## config.mk

```make
export PLATFORM = sky130hd
export DESIGN_NAME = bdp_pos
export DESIGN_NICKNAME = d
export VERILOG_FILES = /design/src/hdl/bdp_pkg.sv /design/src/hdl/bdp_pos.sv
export SDC_FILE = /design/constraint.sdc
export NUM_CORES = 1
export LEC_CHECK = 0
export BUFFER_PORTS_ARGS = -buffer_cell sky130_fd_sc_hd__buf_2
export CORE_AREA = 2 2 58 60
export CTS_CLUSTER_SIZE = 10
export DETAILED_ROUTE_END_ITERATION = 7
export DIE_AREA = 0 0 60 62
export GPL_ROUTABILITY_DRIVEN = 0
export PLACE_DENSITY = 0.73
export SYNTH_ARGS = -nofsm -noshare
export SYNTH_HDL_FRONTEND = slang
export SYNTH_SLANG_ARGS = --single-unit
```

## constraint.sdc

```tcl
create_clock -name i_clk -period 2.87 [get_ports i_clk]
set_input_delay 0.574 -clock i_clk [delete_from_list [all_inputs] [get_ports i_clk]]
set_output_delay 0.574 -clock i_clk [all_outputs]
set_load 0.02 [all_outputs]
```

## src/hdl/bdp_pkg.sv

```systemverilog
// Package for the binomial downsample block: shared constants and types.
// Used by bdp_pos and by the top level; has no dependencies.
`timescale 1ns / 1ps

package bdp_pkg;

    // configuration register
    localparam int CFG_W = 4;
    localparam logic [CFG_W-1:0] CFG_RESET     = 4'd8;
    localparam logic [CFG_W-1:0] SIZE_LOG2_MIN = 4'd2;

    // width of the output grid index fields
    localparam int OUT_IDX_W = 7;

    // number of recent rows kept in the row store
    localparam int ROW_SLOTS = 3;
    localparam int SLOT_W    = 2;

    // one column of the window: recent rows, current sample, first two rows
    localparam int COL_LEN   = 5;
    localparam int COL_IDX_W = 3;
    localparam logic [COL_IDX_W-1:0] COL_OLD  = 3'd0;  // row r-2
    localparam logic [COL_IDX_W-1:0] COL_PREV = 3'd1;  // row r-1
    localparam logic [COL_IDX_W-1:0] COL_CUR  = 3'd2;  // row r, this word
    localparam logic [COL_IDX_W-1:0] COL_F0   = 3'd3;  // grid row 0
    localparam logic [COL_IDX_W-1:0] COL_F1   = 3'd4;  // grid row 1

    // per-word position flags from the position counter
    typedef struct packed {
        logic has_a;       // window of (i, j) completes here
        logic has_c;       // last column: wrapped window (i, 0) completes
        logic last_row;    // last grid row: row 0 outputs follow
        logic col_zero;    // column 0 of a row
        logic col_one;     // column 1 of a row
        logic head_write;  // grid row 0 or 1: copy into first-row store
    } t_pos_flags;

endpackage

```

## src/hdl/bdp_pos.sv

```systemverilog
// Grid position counter with the grid size register and per-word flags.
// Depends on bdp_pkg.
`timescale 1ns / 1ps

module bdp_pos #(
    parameter int MAX_SIZE_LOG2 = 8
) (
    input  logic                       i_clk,
    input  logic                       i_rst_n,
    input  logic                       i_cfg_we,
    input  logic [bdp_pkg::CFG_W-1:0]  i_cfg_data,
    input  logic                       i_advance,
    output logic [MAX_SIZE_LOG2-1:0]   o_row,
    output logic [MAX_SIZE_LOG2-1:0]   o_col,
    output logic [bdp_pkg::SLOT_W-1:0] o_slot,
    output logic [bdp_pkg::SLOT_W-1:0] o_slot_m1,
    output logic [bdp_pkg::SLOT_W-1:0] o_slot_m2,
    output bdp_pkg::t_pos_flags        o_flags
);

    import bdp_pkg::*;

    logic [CFG_W-1:0]         r_size_log2;
    logic [CFG_W-1:0]         eff_log2;
    logic [MAX_SIZE_LOG2-1:0] side_mask;
    logic [MAX_SIZE_LOG2-1:0] r_row;
    logic [MAX_SIZE_LOG2-1:0] r_col;
    logic [SLOT_W-1:0]        r_slot;
    logic [MAX_SIZE_LOG2-1:0] n_row;
    logic [MAX_SIZE_LOG2-1:0] n_col;
    logic [SLOT_W-1:0]        n_slot;
    logic                     emit_ok;

    // grid size register
    always_ff @(posedge i_clk) begin
        if (!i_rst_n) begin
            r_size_log2 <= CFG_RESET;
        end else if (i_cfg_we) begin
            r_size_log2 <= i_cfg_data;
        end
    end

    // clamp the size and build the side mask S-1
    always_comb begin
        if (r_size_log2 < SIZE_LOG2_MIN) begin
            eff_log2 = SIZE_LOG2_MIN;
        end else if (r_size_log2 > CFG_W'(MAX_SIZE_LOG2)) begin
            eff_log2 = CFG_W'(MAX_SIZE_LOG2);
        end else begin
            eff_log2 = r_size_log2;
        end
        for (int k = 0; k < MAX_SIZE_LOG2; k++) begin
            side_mask[k] = (CFG_W'(k) < eff_log2);
        end
    end

    // next position; a config write starts a new grid
    always_comb begin
        n_row  = r_row;
        n_col  = r_col;
        n_slot = r_slot;
        if (i_cfg_we) begin
            n_row  = '0;
            n_col  = '0;
            n_slot = '0;
        end else if (i_advance) begin
            if (r_col == side_mask) begin
                n_col = '0;
                if (r_row == side_mask) begin
                    n_row  = '0;
                    n_slot = '0;
                end else begin
                    n_row  = r_row + 1'b1;
                    n_slot = (r_slot == SLOT_W'(ROW_SLOTS - 1)) ? '0 : r_slot + 1'b1;
                end
            end else begin
                n_col = r_col + 1'b1;
            end
        end
    end

    always_ff @(posedge i_clk) begin
        if (!i_rst_n) begin
            r_row  <= '0;
            r_col  <= '0;
            r_slot <= '0;
        end else begin
            r_row  <= n_row;
            r_col  <= n_col;
            r_slot <= n_slot;
        end
    end

    // slots of the two rows above the current one
    always_comb begin
        case (r_slot)
            2'd0: begin
                o_slot_m1 = 2'd2;
                o_slot_m2 = 2'd1;
            end
            2'd1: begin
                o_slot_m1 = 2'd0;
                o_slot_m2 = 2'd2;
            end
            default: begin
                o_slot_m1 = 2'd1;
                o_slot_m2 = 2'd0;
            end
        endcase
    end

    // odd row from 3 up, odd column
    assign emit_ok = r_row[0] && (|r_row[MAX_SIZE_LOG2-1:1]) && r_col[0];

    always_comb begin
        o_flags.has_a      = emit_ok && (|r_col[MAX_SIZE_LOG2-1:1]);
        o_flags.has_c      = emit_ok && (r_col == side_mask);
        o_flags.last_row   = (r_row == side_mask);
        o_flags.col_zero   = (r_col == '0);
        o_flags.col_one    = (r_col == MAX_SIZE_LOG2'(1));
        o_flags.head_write = ~(|r_row[MAX_SIZE_LOG2-1:1]);
    end

    assign o_row  = r_row;
    assign o_col  = r_col;
    assign o_slot = r_slot;

endmodule

```

==> summary.txt <==
Outcome
  – Status: finished, final reports clean

Synthesis
  – Synth top area cells: dfxtp_1 (30%), a211oi_2 (5.1%), xor2_1 (4.2%), ha_1 (3.4%), nand2_1 (3.3%)
  – Synth top area share: 0.299
  – Synth Register Bits: 22
  – Largest area contributor in the synthesized netlist: dfxtp_1
  – Post-synthesis sequential area ratio: 0.299
  – Syn_nets: about 180
  – Largest family of logic cells by synthesized area: simple AND/OR/NAND/NOR gates
  – Post-synthesis xor/xnor area fraction: 0.0535
  – Area share of fa/ha/maj cells after synthesis: 0.0340
  – Simple-gate portion of the synthesized area: 0.290
  – Cell Area, Synth: 1470 um^2
  – Number of flops mapped to enable cells by yosys: 0
  – Warnings from Yosys: 0
  – Synth unique cells: 46
  – Syn_area_per_cell: 8.57 um^2
  – Compound-gate portion of the synthesized area: 0.244
  – Async set or reset register ratio after synthesis: 0
  – Top FF cell, synth: dfxtp_1
  – Mux cell area share after synthesis: 0.0272
  – Mapped Cells: 172

Setup path
  – Worst path max stage delay: around 0.41 ns
  – CP required: 2.30 ns
  – CP Max Fanout: 10
  – CP max-delay cell: dfxtp_1
  – Crit end category: primary output
  – Setup CP Type: reg2out
  – Startpoint Class: flop
  – Crit path DAT: 2.14 ns
  – CP Cell Sequence: or3_1, a221oi_2, nor2_2, nor4_1, buf_2

Pwr
  – Gate power share: 0.107
  – Sw Ratio: 0.263
  – Power, Total: between 0.0005 and 0.0006 W
  – Reg power frac: 0.624
  – Power per cell area: 307 nW/um^2
  – Pint: 0.000382 W
  – Peak VDD IR: 0.183 mV
  – Leakage power: 0.644 nW
  – Clock share of power: 0.269
  – NetSw: about 0.00014 W

Timing
  – Fmax: 369 MHz
  – Slew Viols, Final: 0
  – Clock skew: 0.00292 ns
  – Final period util: 0.945
  – Fin. Hold Viols: 0
  – Endpoints failing setup: 0
  – Worst slew pin tran: between 0.9 and 1 ns
  – RSZ-0062 raised after global routing: no
  – Final min period: between 2 and 3 ns
  – Setup TNS: 0 ns
  – Max_slew headroom: 0.391

Global routing
  – Vias in the first global route: 1147
  – Largest net degree at the start of global routing: 20
  – Initial antenna violation count: 0
  – Global-route wire length before repair: between 5000 and 6000 um
  – Congestion Overflow GR: 0
  – Overall routing resource usage: 0.189

Finish
  – Sequential Area: 442 um^2
  – Nets: 214
  – Ant diodes: 0
  – Final instance area: 1690 um^2
  – Leading cell type in the layout, fill and taps excluded: buf_2
  – Filler cells: 327
  – P&R area growth vs syn: 14.5%
  – Most frequent cells in the layout: buf_2 (35), dfxtp_1 (21), nand2_1 (13), nor2_1 (9), nor3_1 (9)
  – Area of the multi-input gates: around 960 um^2
  – Fraction of layout instances using a drive strength above 1: 0.275

Clock tree
  – Total clock sinks: 22
  – CTS tree: built
  – Clk pin slew, worst setup/hold paths: between 0.1 and 0.15 ns
  – CTS buffer count: 3
  – Htree depth: 1
  – Postcts setup bufs: 0
  – Clk Latency, worst-skew pair: 0.30 ns
  – CTS root buffer: clkbuf_4
  – Clk buf depth: 2

Place
  – Placed cell area: 1660 um^2
  – Port bufs: 35
  – Dpl hpwl: ~2500 um

Die
  – Die area: 3720 um^2
  – Area of the core: 3180 um^2
  – Top Ports: 36
  – Die height: 62 um
  – Row cnt: 21
  – Die X-Extent: 60 um
  – Initial Util: 0.464

Job
  – Maxcap violations: 0

Drt
  – Detail-routed via count per cell: roughly 5.6
  – DR vias: approximately 1.4k
  – Total routed wirelength: between 3000 and 4000 um
  – Drt first pass iters: 4
  – DRC: 0
  – Post-DRT Antenna Nets: 0
  – DR iter-0 viols: 40
  – Wirelength per Cell: approximately 14 um

Min path
  – HP Class: in2reg
-- power by group through the flow --
| stage | combinational (W) | clock [W] | sequential [W] |
|---|---|---|---|
| finish | 0.0000554 | 0.000139 | 0.000323 |
| global route | 0.0000611 | 0.000158 | 0.000325 |
| detailed placement | 0.0000554 | 0 | 0.000330 |
| global placement | 0.0000545 | 0 | 0.000329 |
| CTS | 0.0000558 | 0.000145 | 0.000323 |
| floorplan | 0.0000472 | 0 | 0.000323 |
-- cells by family (layout without fill, tap and decap cells) --
family | after synthesis | count (layout)
compound gates | 41 | 41
fa+ha+maj | 4 | 4
buf+inv | 18 | 46
simple gates | 74 | 74
mux | 4 | 4
flops | 22 | 22
xor+xnor | 9 | 9
-- routing by layer --
metal | global-route usage | share of wire
met1 | 0.274 | 0.52
met2 | 0.292 | 0.43
met5 | 0 | 0
met4 | 0.0571 | 0.0099
met3 | 0.0248 | 0.038
-- synthesized netlist by cell type, types with 4 or more instances --
library cell and instances:
nand3_1 8, o31ai_1 6, nand2_1 13, a211oi_2 6, or4_1 5, a211oi_1 4, clkbuf_1 6, nor2_1 9
mux2i_1 4, nand4_1 4, buf_2 4, xor2_1 7, nor3_1 9, inv_1 7, ha_1 4, nor2b_1 4
dfxtp_1 22, o21ai_0 7
-- registers in the layout (all words and copies together) (netlist names) --
signal	count
o_col	8
o_row	8
r_size_log2	4
o_slot	2
-- timing repair --
action | in CTS | in global routing
hold buffers | 0 | 0
resized for setup | 0 | 1
endpoints found under the setup margin | 0 | 1
-- area by class of cell --
cell class | instances | area share
Timing Repair Buffer | 36 | 0.108
Inverter | 7 | 0.0156
Tap cell | 46 | 0.0341
Multi-Input combinational cell | 132 | 0.567
Sequential cell | 22 | 0.262
Clock buffer | 3 | 0.0133
-- path summary, 6_finish.rpt --
check	from	to	slack, ns	cells past startpoint
worst max-delay path	r_size_log2[0]$_SDFFE_PN0P_	o_flags[4]	0.16	5
worst min-delay path	i_cfg_data[3]	r_size_log2[3]$_SDFFE_PN1P_	0.52	3
worst max register to register	r_size_log2[2]$_SDFFE_PN0P_	o_row[2]$_SDFFE_PP0P_	0.55	6
worst min register to register	o_slot[0]$_SDFFE_PP0P_	o_slot[0]$_SDFFE_PP0P_	0.53	2
-- critical path: cells and delay by family, from the launching register on --
family          cells  cell delay [ns]
compound gates      1             0.39
flops               1             0.41
buf+inv             1             0.22
simple gates        3             0.81
-- metrics by stage --
step | utilization | hold WS [ns] | setup WS (ns) | cells
final | 0.531 | 0.516 | 0.158 | 246
after global routing | 0.531 | 0.520 | 0.00953 | 246
after CTS | 0.531 | 0.512 | 0.0627 | 246
after detailed placement | 0.523 | 0.515 | 0.421 | 243
after global placement | 0.523 | 0.504 | 0.484 | 243
after floorplan | - | 0.571 | 0.197 | 172
Power figures use the tool's default switching activity.
