File: src/hdl/bdp_filter.sv
// 3x3 binomial weighted sum, each term truncated toward zero on its own.
// Combinational; no dependencies.
`timescale 1ns / 1ps

module bdp_filter #(
    parameter int SAMPLE_WIDTH = 16
) (
    input  logic signed [SAMPLE_WIDTH-1:0] i_win [3][3],
    output logic signed [SAMPLE_WIDTH-1:0] o_value
);

    localparam int SUM_W = SAMPLE_WIDTH + 4;

    logic signed [SUM_W-1:0] row_sum [3];
    logic signed [SUM_W-1:0] total;

    // arithmetic shift with rounding toward zero
    function automatic logic signed [SAMPLE_WIDTH-1:0] trunc_shift(
        input logic signed [SAMPLE_WIDTH-1:0] v,
        input logic [2:0]                     k
    );
        logic signed [SAMPLE_WIDTH-1:0] bias;
        bias = v[SAMPLE_WIDTH-1] ? ((SAMPLE_WIDTH'(1) << k) - SAMPLE_WIDTH'(1)) : '0;
        return (v + bias) >>> k;
    endfunction

    // corners /16, edges /8, center /4
    always_comb begin
        for (int r = 0; r < 3; r++) begin
            row_sum[r] = SUM_W'(trunc_shift(i_win[r][0], (r == 1) ? 3'd3 : 3'd4))
                       + SUM_W'(trunc_shift(i_win[r][1], (r == 1) ? 3'd2 : 3'd3))
                       + SUM_W'(trunc_shift(i_win[r][2], (r == 1) ? 3'd3 : 3'd4));
        end
        total = row_sum[0] + row_sum[1] + row_sum[2];
    end

    // weights sum to one, so the result stays in sample range
    assign o_value = total[SAMPLE_WIDTH-1:0];

endmodule

File: config.mk
export PLATFORM = sky130hd
export DESIGN_NAME = bdp_filter
export DESIGN_NICKNAME = d
export VERILOG_FILES = /design/src/hdl/bdp_filter.sv
export SDC_FILE = /design/constraint.sdc
export NUM_CORES = 1
export LEC_CHECK = 0
export BUFFER_PORTS_ARGS = -buffer_cell sky130_fd_sc_hd__buf_2
export CAP_MARGIN = 20
export CORE_MARGIN = 3
export CORE_UTILIZATION = 56
export DETAILED_ROUTE_END_ITERATION = 16
export PLACE_DENSITY = 0.85
export SLEW_MARGIN = 20
export SYNTH_ARGS = -nofsm -noshare
export SYNTH_HDL_FRONTEND = slang
export SYNTH_SLANG_ARGS = --single-unit
File: constraint.sdc
create_clock -name vclk -period 9.5
set_clock_uncertainty 0.1 [all_clocks]
set_input_delay 0.475 -clock vclk [all_inputs]
set_output_delay 0.475 -clock vclk [all_outputs]
set_load 0.005 [all_outputs]
==> results of run 1 <==
==> kinds of logic after synthesis <==
family / share of synthesized area
fa+ha+maj: 0.390
xor+xnor: 0.228
compound gates: 0.126
mux: 0.00175
buf+inv: 0.0643
simple gates: 0.190
==> tightest hold or removal path: cells and delay by family <==
| kind | cells | cell delay (ns) |
|---|---|---|
| adder cells (fa/ha/maj) | 1 | 0.14 |
| AND/OR/NAND/NOR | 2 | 0.14 |
| buffers and inverters | 2 | 0.20 |
==> Yosys cell counts (4+ instances only) <==
cell type,instances,share of area
a21o_1,15,0.020
a21oi_1,23,0.020
a31o_1,4,0.0061
a31o_2,5,0.0077
a31oi_1,5,0.0055
and2_1,4,0.0044
and3_1,13,0.014
and4_1,7,0.011
clkbuf_1,6,0.0039
fa_1,72,0.25
ha_1,63,0.14
inv_1,92,0.060
nand2_1,51,0.033
nand2b_1,6,0.0066
nand3_1,33,0.029
nand4_1,14,0.015
nor2_1,30,0.020
nor2b_1,10,0.011
nor3_1,10,0.0088
o21a_1,9,0.012
o21ai_0,16,0.014
xnor2_1,75,0.11
xor2_1,72,0.11
==> per-stage QoR <==
stage | util | instances | hold WS (ns) | area (µm²)
after detailed placement | 0.675 | 973 | 1.32 | 6660
after global placement | 0.675 | 973 | 1.33 | 6660
after CTS | 0.675 | 973 | 1.33 | 6660
final | 0.675 | 973 | 1.32 | 6660
after global routing | 0.675 | 973 | 1.42 | 6660
after floorplan | - | 686 | 1.10 | 5720
==> worst min path at each step <==
stage | startpoint | to | slack (ns) | cells after the start
2_1_floorplan | i_win[51] | o_value[0] | 1.10 | 3
3_3_place_gp | i_win[51] | o_value[0] | 1.33 | 5
3_5_place_dp | i_win[51] | o_value[0] | 1.32 | 5
4_1_cts | i_win[51] | o_value[0] | 1.33 | 5
5_1_grt | i_win[51] | o_value[0] | 1.42 | 5
6_report | i_win[51] | o_value[0] | 1.32 | 5
==> per-layer routing <==
metal  up-vias  share of wire  GRT usage
li1       2623              -          -
met2       138           0.49      0.399
met4         2          0.022     0.0420
met5         -        0.00053          0
met1      2374           0.43      0.300
met3        18          0.062     0.0205
==> layout by cell type (no fill, tap or decap), types with 6 or more instances in the layout <==
cell type | synthesis | routed
o21ai_0 | 16 | 16
nand4_1 | 14 | 14
nor2_1 | 30 | 30
fa_1 | 72 | 72
nor3_1 | 10 | 10
and4_1 | 7 | 7
nand2_1 | 51 | 51
nand3_1 | 33 | 33
nand2b_1 | 6 | 6
a21oi_1 | 23 | 23
inv_1 | 92 | 92
and3_1 | 13 | 13
xor2_1 | 72 | 72
nor2b_1 | 10 | 10
o21a_1 | 9 | 9
xnor2_1 | 75 | 75
ha_1 | 63 | 63
a21o_1 | 15 | 15
buf_2 | 0 | 160
==> cell type report <==
| class | count | area, µm² | area share |
|---|---|---|---|
| inverter | 92 | 345 | 0.0518 |
| tap | 133 | 166 | 0.0250 |
| multi-input combinational | 588 | 5350 | 0.803 |
| timing repair buffer | 160 | 801 | 0.120 |
==> impl_summary.md, run 1 <==
Place
The worst setup slack after placement is 1.40 ns. The final RePlAce weighted congestion is roughly 0.95. The total half-perimeter wirelength after legalization and detailed placement is 12300 µm. Port buffering added 160 buffers.

Yosys
The number of warnings printed during yosys synthesis is 0. The combined area of all synthesized cells is between 0.005 and 0.006 mm². The distinct cell type count of the synthesized netlist is 53. The share of the Yosys chip area taken by registers is 0. Synthesis handed over a netlist of between 600 and 700 instances.

The number of nets in the synthesized netlist is 965. In this run the mean area of a mapped cell was 8.33 µm².

Route
In this run the remaining antenna-violating nets after routing total 0. The starting DRC count in detailed routing is 210. The total via count after detailed routing is 5155. The pre-antenna-repair detailed-routing pass consisted of 5 iterations. The total routed wirelength is 13100 µm. The total DRC errors in the routed layout is 0.

The mean number of vias per cell is between 5 and 6. In the final routed layout, each cell accounts on average for ~13 µm.

Clock tree
For this design, the CTS-stage hold fixing added 0 buffers. Buffers added to address setup during post-CTS repair amount to 0. The count of cells resized by post-cts repair is 0.

Die
The starting density of the core is 0.580. The placeable core area is about 0.0099 mm². The die is 107 µm wide. The floorplan step defined a die boundary enclosing 0.0115 mm². The number of placement rows is 36.

The overall die height is 107 µm. The boundary pin count is 160.

Setup path
STA puts the critical path data required time at 8.93 ns. Together, buffers and inverters on the worst path number 4. The delay contributed by the slowest stage of the critical path is 0.55 ns.

The sort of element at the end of the critical path is a primary output. The number of gates on the worst path with buffers counted is 28. The critical path is of the primary input to primary output type. The largest individual stage delay along the critical path comes from the cell fa_1. The worst setup path startpoint is i_win[111]. Along the worst path, the maximum fanout reaches 8. The most prevalent standard cell on the critical path is fa_1. At the worst endpoint, the arrival time is around 7.6 ns. The capturing instance or port of the critical path is o_value[14]. STA classifies the critical path startpoint as a primary input. On the critical path the largest part of the delay comes from adder cells.

Finish
The final antenna diode count is 0. The area growth from synthesis to layout is 16.5%. The final layout contains 1121 nets.

The layout has 0 clock buffers. The count of sequential standard cells is 0. Of the cells placed in the final design, the portion with a size suffix greater than 1 is 0.212. The sequential cells in the finished layout cover a total of 0 µm².

The layout has 867 filler cells.

STA
The normalized max-slew margin is 0.520. The number of failing setup endpoints in the final timing report is 0. At the pin with the least slew margin, the transition time is between 0.7 and 0.8 ns.

The worst path in the final design needs a cycle of slightly above 8 ns, including I/O delays and setup. The final worst-path cycle share is 0.858. The setup total negative slack is 0 ns. The maximum frequency from static timing analysis is 123 MHz. The final hold violation count is 0. Setup repair after global routing left no endpoint under its margin. The total count of max-transition violations in the final report is 0. Across all setup checks in the final design, the least slack found is between 1 and 1.5 ns.

Global routing
The first global-routing pass estimated 21500 µm of wire. The number of antenna violations at the first check in global routing is 1. The total routing resource utilization after global routing is 0.225. The via count of the first global-routing pass is 4889. The pin count of the biggest net entering global routing is 12. For this run the aggregate overflow at the end of global routing stands at 0.

Outcome
The run finished with clean final reports.

Job
The number of max-capacitance violations reported is 0.

Worst hold path
The worst min-delay path category is primary input to primary output.
Power of run 1 is left out: the tool's default activity adds up to more than one toggle a clock period on the data nets, which glitch-free logic cannot reach.
==> inputs of run 2 (changes only) <==
--- a/config.mk
+++ b/config.mk
@@ -5,10 +5,11 @@
 export SDC_FILE = /design/constraint.sdc
 export NUM_CORES = 1
 export LEC_CHECK = 0
+export ABC_AREA = 1
 export BUFFER_PORTS_ARGS = -buffer_cell sky130_fd_sc_hd__buf_2
 export CAP_MARGIN = 20
 export CORE_MARGIN = 3
-export CORE_UTILIZATION = 56
+export CORE_UTILIZATION = 57
 export DETAILED_ROUTE_END_ITERATION = 16
 export PLACE_DENSITY = 0.85
 export SLEW_MARGIN = 20
==> impl_summary.md, run 2 <==
STA
The number of failing setup endpoints in the final timing report is 0. The shortest clock period the worst path allows after layout is 7.33 ns. Headroom to the max-slew limit came out at 0.713. The final hold violation count was 0. The total count of max-transition violations in the final report is 0. Dividing the final minimum period by the clock period gives 0.772. For the final routed database, the setup TNS stands at 0 ns. For the pin with the worst max-slew slack, the measured transition is 0.427 ns. Derived from the worst setup path, the maximum achievable clock frequency is approximately 140 MHz. Setup repair after global routing left no endpoint under its margin.

Yosys
Yosys printed 0 warnings. The distinct cell type count of the synthesized netlist is 42. The simple logic cell fraction of the synthesized area is 0.270.

The combined area of all synthesized cells is 0.00622 mm². The sequential element share of the synthesized area is 0. The share of cell area taken by muxes after synthesis is 0.

The most common cell in the synthesized netlist is inv_1. The area fraction of the dominant cell type after synthesis is 0.232. In the synthesized netlist, the cells that appear most often are inv_1 (202), nand2_1 (171), fa_1 (72), xor2_1 (71), ha_1 (63).

The number of nets handed over by synthesis was 1173. The average footprint of a synthesized cell is 6.96 µm². The compound-cell area share of the yosys netlist is 0.0859. The fraction of synthesized cell area in xor and xnor cells is 0.160. fa_1 takes more of the synthesized area than any other cell. The arithmetic-cell share of the synthesized area counting full adders, half adders and majority gates is 0.358.

After synthesis, the cell types taking the most area are fa_1 (23%), ha_1 (13%), inv_1 (12%). Synthesis handed over a netlist of 894 instances. After synthesis, the largest family of logic cells by area is adder cells.

Setup path
The nature of the critical path startpoint is a primary input. The worst setup path is captured at a primary output. Along the worst path, the maximum fanout reaches 4. The critical path is of the primary input to primary output type. The master of the slowest instance on the critical path is fa_1. The worst path arrival time is 6.76 ns.

Data on the critical path is required at its endpoint by 8.93 ns. The delay contributed by the slowest stage of the critical path is around 0.55 ns.

Place
The number of input and output port buffers inserted is 160. At the end of routability-driven placement, the weighted congestion stood at 0.934. The total half-perimeter wirelength after legalization and detailed placement is ~14000 µm.

Clock tree
After clock tree synthesis, the repair step resized 0 gates. In this run the post-CTS setup repair buffer count came out at 0. The number of buffers inserted by hold repair at cts is 0.

Finish
The library cell used most frequently in the layout, excluding fill and tap cells, is inv_1. The fill cell instance count of the final layout is 912. In the final layout, the share of cells above drive strength 1 is 0.199.

The number of clock buffers in the layout is 0. For this run, the post-layout net count is 1335. In the layout the commonest cells are inv_1 (202), nand2_1 (171), buf_2 (160), fa_1 (72), xor2_1 (71).

The area added between synthesis and finish is 15.6%. The register cell area after layout is 0 µm². The count of sequential standard cells is 0.

Route
The total via count after detailed routing is slightly above 6000. Wires add up to 14900 µm. In the routed design, unresolved DRC markers number 0.

The mean number of vias per cell is 5.09. The number of iterations in the first detailed-routing pass is 5. Dividing the detail-routed wire length by the instance count gives 12.5 µm.

The post-detailed-route count of antenna-violating nets is 0. The starting DRC count in detailed routing is around 380.

Global routing
The pin count of the biggest net entering global routing is 9. The first global-routing pass estimated 25600 µm of wire. The via count of the first global-routing pass is approximately 6000. Across every metal layer, demand over resource in global routing totals 0.240. After global routing the overflow that remains totals 0.

The number of antenna violations at the first check in global routing is 0.

Die
The initial utilization of the core area, before any placement, comes to 0.595. The placeable core area is 0.0105 mm². The die area is 0.0122 mm².

In this run the horizontal extent of the chip is 110 µm. For this design the top-level I/O count stands at 160. In this run the vertical extent of the chip is 110 µm. Row generation in the floorplan step produced 37 rows.

Job
The number of max-capacitance violations reported is 0.

Outcome
The run finished with clean final reports.

Worst hold path
In this run the worst hold path is classified as primary input to primary output.
run 2: cell count changes in the layout (fill, tap and decap cells not counted), sizes merged, moves of 8 or more:
cell / change
a21o: -9
a21oi: +22
and3: -13
inv: +115
nand2: +133
nand3: +12
nand4: +11
nor2: +31
nor2b: -10
o21a: -8
xnor2: -33
run 2: area by class of cell:
class | instances | area [µm²] | share of cell area
diodes | 1 | 2.50 | 0.000348
well taps | 136 | 170 | 0.0237
repair buffers | 160 | 801 | 0.111
multi-input cells | 687 | 5440 | 0.757
inverters | 207 | 777 | 0.108
run 2: logic make-up after synthesis:
| family | after synthesis |
|---|---|
| buffers and inverters | 207 |
| and+or+nand+nor | 346 |
| xor gates and xnor gates | 114 |
| AOI/OAI and AO/OA | 92 |
| adders and majority gates | 135 |
run 2: per-stage QoR:
stage / worst slack [ns] / utilization / hold WS, ns / area, µm² / cells
finish: 2.17 / 0.688 / 1.37 / 7190 / 1191
global route: 1.61 / 0.687 / 1.43 / 7190 / 1190
CTS: 2.17 / 0.687 / 1.37 / 7190 / 1190
detailed placement: 2.18 / 0.687 / 1.37 / 7190 / 1190
global placement: 2.18 / 0.687 / 1.36 / 7190 / 1190
floorplan: 2.96 / - / 1.12 / 6220 / 894
run 2: final timing paths:
check / start / slack, ns / end / cells after the start
min: i_win[51] / 1.37 / o_value[0] / 4
max: i_win[31] / 2.17 / o_value[15] / 35
run 2: layer usage:
metal	vias up	global-route usage	share of wire
li1	3120	-	-
met1	2739	0.318	0.44
met2	198	0.445	0.50
met3	8	0.0159	0.058
met4	0	0.0164	0.0044
met5	-	0	0
run 2: worst max-delay path, delay by kind of cell:
kind            cells  cell delay [ns]
xor+xnor            1             0.28
buf+inv             9             0.69
compound gates      7             1.17
simple gates       11             1.05
fa+ha+maj           7             3.08
Power of run 2 is left out for the same reason.
